`src/hdl/dpht_pkg.sv`:
```
// shared types and constants of the depth-preferred hash table
// no dependencies; imported by the controller, datapath and top level
package dpht_pkg;

    // table geometry, ENTRIES must be a power of two
    localparam int ENTRIES = 1024;
    localparam int IDX_W   = $clog2(ENTRIES);
    localparam int KEY_W   = 64;
    localparam int MOVE_W  = 16;
    localparam int SCORE_W = 16;
    localparam int DEPTH_W = 8;
    localparam int KIND_W  = 2;
    localparam int PAY_W   = MOVE_W + SCORE_W + DEPTH_W + KIND_W;
    localparam int SLOT_W  = KEY_W + PAY_W;

    // request codes
    localparam logic FUNC_STORE = 1'b0;
    localparam logic FUNC_PROBE = 1'b1;

    // store outcome codes
    typedef enum logic [1:0] {
        OUT_EMPTY   = 2'd0,
        OUT_SAME    = 2'd1,
        OUT_COLLIDE = 2'd2,
        OUT_REJECT  = 2'd3
    } t_outcome;

    // payload word as laid out in the slot memory
    typedef struct packed {
        logic [KIND_W-1:0]  kind;
        logic [DEPTH_W-1:0] depth;
        logic [SCORE_W-1:0] score;
        logic [MOVE_W-1:0]  move;
    } t_payload;

    // controller to datapath commands
    typedef struct packed {
        logic             accept;
        logic             finish;
        logic             clr_we;
        logic [IDX_W-1:0] clr_addr;
    } t_dp_cmd;

    // datapath to controller status
    typedef struct packed {
        logic out_blocked;
    } t_dp_status;

endpackage

```
`src/hdl/dpht_ctrl.sv`:
```
// controller: clearing sweep after reset, transaction accept and evaluate sequencing
// depends on dpht_pkg
module dpht_ctrl import dpht_pkg::*; (
    input  logic       i_clk,
    input  logic       i_rst_n,
    input  logic       i_in_valid,
    input  t_dp_status i_status,
    output t_dp_cmd    o_cmd,
    output logic       o_in_stall
);

    typedef enum logic [2:0] {
        ST_CLEAR = 3'b001,
        ST_IDLE  = 3'b010,
        ST_EVAL  = 3'b100
    } t_state;

    t_state           r_state, n_state;
    logic [IDX_W-1:0] r_clr_cnt, n_clr_cnt;
    logic             w_accept;
    logic             w_finish;

    assign w_accept = (r_state == ST_IDLE) && i_in_valid;
    assign w_finish = (r_state == ST_EVAL) && !i_status.out_blocked;

    // next state
    always_comb begin
        n_state   = r_state;
        n_clr_cnt = r_clr_cnt;
        case (r_state)
            ST_CLEAR: begin
                n_clr_cnt = r_clr_cnt + 1'b1;
                if (r_clr_cnt == '1) begin
                    n_state = ST_IDLE;
                end
            end
            ST_IDLE: begin
                if (w_accept) begin
                    n_state = ST_EVAL;
                end
            end
            ST_EVAL: begin
                if (w_finish) begin
                    n_state = ST_IDLE;
                end
            end
            default: begin
                n_state = ST_CLEAR;
            end
        endcase
    end

    always_ff @(posedge i_clk) begin
        if (!i_rst_n) begin
            r_state   <= ST_CLEAR;
            r_clr_cnt <= '0;
        end else begin
            r_state   <= n_state;
            r_clr_cnt <= n_clr_cnt;
        end
    end

    // commands to the datapath
    always_comb begin
        o_cmd.accept   = w_accept;
        o_cmd.finish   = w_finish;
        o_cmd.clr_we   = (r_state == ST_CLEAR);
        o_cmd.clr_addr = r_clr_cnt;
    end

    assign o_in_stall = (r_state != ST_IDLE);

endmodule

```
`config.mk`:
```
export PLATFORM = sky130hd
export DESIGN_NAME = dpht_ctrl
export DESIGN_NICKNAME = d
export VERILOG_FILES = /design/src/hdl/dpht_pkg.sv /design/src/hdl/dpht_ctrl.sv
export SDC_FILE = /design/constraint.sdc
export NUM_CORES = 1
export LEC_CHECK = 0
export ABC_CLOCK_PERIOD_IN_PS = 3900
export BUFFER_PORTS_ARGS = -buffer_cell sky130_fd_sc_hd__buf_2
export CORE_MARGIN = 1
export CORE_UTILIZATION = 50
export CTS_CLUSTER_SIZE = 14
export DETAILED_ROUTE_END_ITERATION = 16
export PLACE_DENSITY = 0.81
export SYNTH_ARGS = -nofsm -noshare
export SYNTH_HDL_FRONTEND = slang
export SYNTH_SLANG_ARGS = --single-unit
export TNS_END_PERCENT = 100
```
`constraint.sdc`:
```
create_clock -name i_clk -period 3.9 [get_ports i_clk]
set_input_delay 0.39 -clock i_clk [delete_from_list [all_inputs] [get_ports i_clk]]
set_output_delay 0.39 -clock i_clk [all_outputs]
set_load 0.03 [all_outputs]
```
== Word level (Yosys, flattened, before mapping) ==
Index checks and enable logic that the tools add are counted.

* Register bits after elaboration: 13
* Output and inout port bits: 14

* $add $sub $neg: 1
* Equal/unequal tests: 8
* Muxes and demuxes: 4
* Reduce and logical (&&, ||, !) cells: 4

{| class="wikitable"
|+ Operator list
! kind !! count
|-
| $add 10x1->10 const B || 1
|-
| $eq 10x10->1 const B || 1
|-
| $mux 3 || 3
|-
| $pmux 3 s3 || 1
|-
| $ne 2x2->1 const B || 2
|-
| $eq 3x1->1 const B || 1
|-
| $eq 3x2->1 const B || 1
|-
| $eq 3x3->1 const B || 1
|-
| $ne 3x2->1 const B || 1
|-
| $reduce_and 3->1 || 1
|-
| $logic_and 1x1->1 || 2
|-
| $ne 2x1->1 const B || 1
|-
| $logic_not 1->1 || 1
|}

== Depth between registers and ports, before layout ==
* Depth after elaboration: 4
* Depth in mapped cells: 5

== Least setup slack after synthesis ==
OpenSTA, ideal clock, no wires.

* Path kind: register to register
* Start: register r_clr_cnt[0]
* End: register r_clr_cnt[8]
* Library setup time: 0.072 ns
* Arrival time: 1.527 ns
* Data required time: 3.828 ns
* Setup slack: 2.301 ns
* Cell stages (with the launch flop): 5
* Clock period less this slack: 1.599 ns
* Path through: dfxtp_1 > ha_1 > nand4bb_4 > or4_1 > a21oi_1

* Word-level cells in the longest chain between the ends: 1

{| class="wikitable"
|+ RTL lines
! item !! RTL line !! RTL
|-
| from (decl) || dpht_ctrl.sv:19 || <nowiki>logic [IDX_W-1:0] r_clr_cnt, n_clr_cnt;</nowiki>
|-
| from (signal assigned) || dpht_ctrl.sv:59 || <nowiki>r_clr_cnt <= n_clr_cnt;</nowiki>
|-
| $add 10x1->10 || dpht_ctrl.sv:32 || <nowiki>n_clr_cnt = r_clr_cnt + 1'b1;</nowiki>
|}

Every way passes these cells.
A chain may end at the register's enable or synchronous reset.

==> key figures <==
Outcome
  – Status: completed

Clock network
  – Setup repair bufs after CTS: 0
  – Cts bufs inserted: 3
  – # resized after CTS: 0
  – CTS Buffer Depth: 2
  – Clock transition at the registers of the reported paths: 0.08 ns
  – Clock sink count: 13
  – Clk root buf: clkbuf_4
  – Clk Latency, worst-skew pair: 0.29 ns
  – H-tree levels: 1
  – CTS Hold Bufs: 0
  – CTS tree: built

Synth
  – Cell variety after synth: 33
  – Post-synth top area share: 0.367
  – Syn Nets: 85
  – Synth Flop Type: dfxtp_1
  – Mapped Cells: 80
  – Synthesized cell area: 708 sq um
  – Seq cells post-synth: 13
  – Avg Inst Size Synth: about 9 sq um
  – Area leader, netlist: dfxtp_1
  – Number of synthesized flops with an enable pin: 0
  – Sequential fraction of the synthesis area: 0.367
  – Syn. warnings: 0
  – Synth area leaders: dfxtp_1, a21oi_1, nand2_1, o31ai_1, nand4bb_4
  – Async SR Flop Fraction: 0

Global route
  – Total GRT Usage: 0.217
  – First-pass GRT wire length: between 2000 and 2500 um
  – Initial antenna violation count: 0
  – Gr ovfl total: 0
  – Number of global-route vias before repair: between 500 and 600
  – Largest net degree at the start of global routing: 12

Critical path
  – Worst flop-to-flop path startpoint: r_state[0]
  – CP Capture Type: primary output
  – CP startpoint kind: flop
  – Critical-path top delay cell: dfxtp_1
  – Crit-path max cell delay: 0.52 ns
  – Worst path cell trace: or3b_4 -> inv_1 -> buf_2
  – CP Data Arrival Time: between 1.5 and 2 ns
  – Crit path buffers/inverters: 2
  – CP max FO: 9
  – Worst EP required: 3.51 ns
  – CP delay by family, top: flip-flops
  – Critical Path Start: r_state[0]
  – Kind of critical path: flop to primary output

Place
  – Port Buffers: 17
  – Routability cong.: 0.764
  – HPWL after DPL: ~1100 um

Routing
  – TritonRoute pass-1 iters: 4
  – Vias per std cell: ~6
  – Per-cell routed wire length: 13.2 um
  – Via count: between 600 and 700
  – Post-route DRC: 0
  – DRT iter0 DRCs: 34
  – Detailed Route WL: 1470 um
  – Antenna Nets Post-Route: 0

Timing
  – Final setup viols: 0
  – Final Cycle Share: 0.522
  – Peak Freq: 492 MHz
  – Max-Slew Margin vs Limit: 0.752
  – Clock skew: 0.00809 ns
  – Total negative setup slack: 0 ns
  – Final hold violations: 0
  – RSZ-0062 raised after global routing: no
  – Final min period: 2.03 ns
  – Max Slew Vio Count: 0
  – Final hold slack: 0.377 ns
  – Worst Max-Slew Pin Slew: ~0.37 ns

Floorplanning
  – Starting Density: 0.544
  – Die area: 0.00157 sq mm
  – Rows: 13
  – IO Pins: 18
  – Core Footprint: 0.00130 sq mm
  – Die width: around 40 um
  – Die Ht: 39.6 um

Layout
  – Final #Nets: 102
  – # diodes: 0
  – Fin util: 0.612
  – Share of layout cells above drive strength 1: 0.240
  – Synth-to-layout area growth: 12.4%

Worst hold path
  – Worst hold path type: input port to flop
  – Hold Crit Start: i_rst_n

Run
  – Total of max-cap violations: 0

Power and ir drop
  – Static Leak: 0.319 nW
  – Pwr Density: 308 mW/mm^2
  – Peak supply drop: 190 uV
==> area by class of cell <==
class / count / area [sq um]
Clock buffer: 4 / 26.3
Fill cell: 122 / 505
Inverter: 4 / 15.0
Multi-Input combinational cell: 58 / 390
Sequential cell: 13 / 260
Tap cell: 15 / 18.8
Timing Repair Buffer: 17 / 85.1
==> cell usage after synthesis (2+ instances only) <==
cell type and number:
nor2_1 3, o21ai_0 4, buf_6 2, a21oi_1 8, inv_1 3, dfxtp_1 13
buf_4 2, and3_1 2, nand3_1 4, nor4b_1 2, nand4_1 2, or3_1 3
or4_1 2, nand2_1 8, o31ai_1 4
==> placed cells by master (no fill, tap or decap), drive strengths merged <==
master and n:
buf 17, dfxtp 13, nand2 8, a21oi 8
o21ai 4, nand3 4, o31ai 4, clkbuf 4
inv 3, nor2 3, or3 3, nor4b 2
and3 2, nand4 2, or4 2, nand4bb 2
or3b 1, nand3b 1, o41ai 1, and4 1
and4bb 1, clkinv 1, xnor2 1, a21o 1
nand4b 1, nor3 1, o211ai 1, nand2b 1
mux2i 1, xor2 1, ha 1
==> path summary, 6_finish.rpt <==
check / end / slack (ns) / cells past startpoint
worst max-delay path: o_cmd[10] / 1.87 / 3
worst min register to register: r_clr_cnt[8] / 0.50 / 2
worst max register to register: r_clr_cnt[9] / 2.28 / 3
worst min-delay path: r_state[0] / 0.38 / 2
==> stage by stage <==
stage | setup slack [ns] | power (mW) | cell area (sq um) | std cells
final | 1.87 | 0.245 | 796 | 111
after global routing | 1.81 | 0.253 | 796 | 111
after CTS | 1.87 | 0.246 | 796 | 111
after detailed placement | 2.20 | 0.162 | 769 | 107
after global placement | 2.23 | 0.162 | 769 | 107
after floorplan | 2.30 | 0.155 | 708 | 80
==> flip-flops by register name (all words and copies together) (netlist names) <==
name and cells:
r_clr_cnt 10, r_state 3
==> logic make-up after synthesis <==
kind of cell    Yosys count  synth area share
buf+inv                   9            0.0813
flops                    13             0.367
fa+ha+maj                 1            0.0177
simple gates             35             0.334
xor+xnor                  2            0.0247
compound gates           19             0.161
mux                       1            0.0141
==> layer usage <==
layer	vias up	part of all wire	wire length, um	track usage
li1	330	-	-	-
met2	27	0.50	728	0.344
met5	-	0	0	0
met3	3	0.043	63	0.0341
met1	305	0.44	652	0.271
met4	0	0.017	25	0.129
==> power breakdown <==
| group | internal [mW] | switching, mW |
|---|---|---|
| clock | 0.0398 | 0.0459 |
| sequential | 0.135 | 0.00392 |
| combinational | 0.00679 | 0.0133 |
| total | 0.182 | 0.0631 |
==> worst reg2reg max path, stage by stage, from the launching register on <==
cell     delay [ns]
dfxtp_1        0.52
or3b_4         0.46
o41ai_1        0.40
a21oi_1        0.11
(Power assumes the default switching activity.)
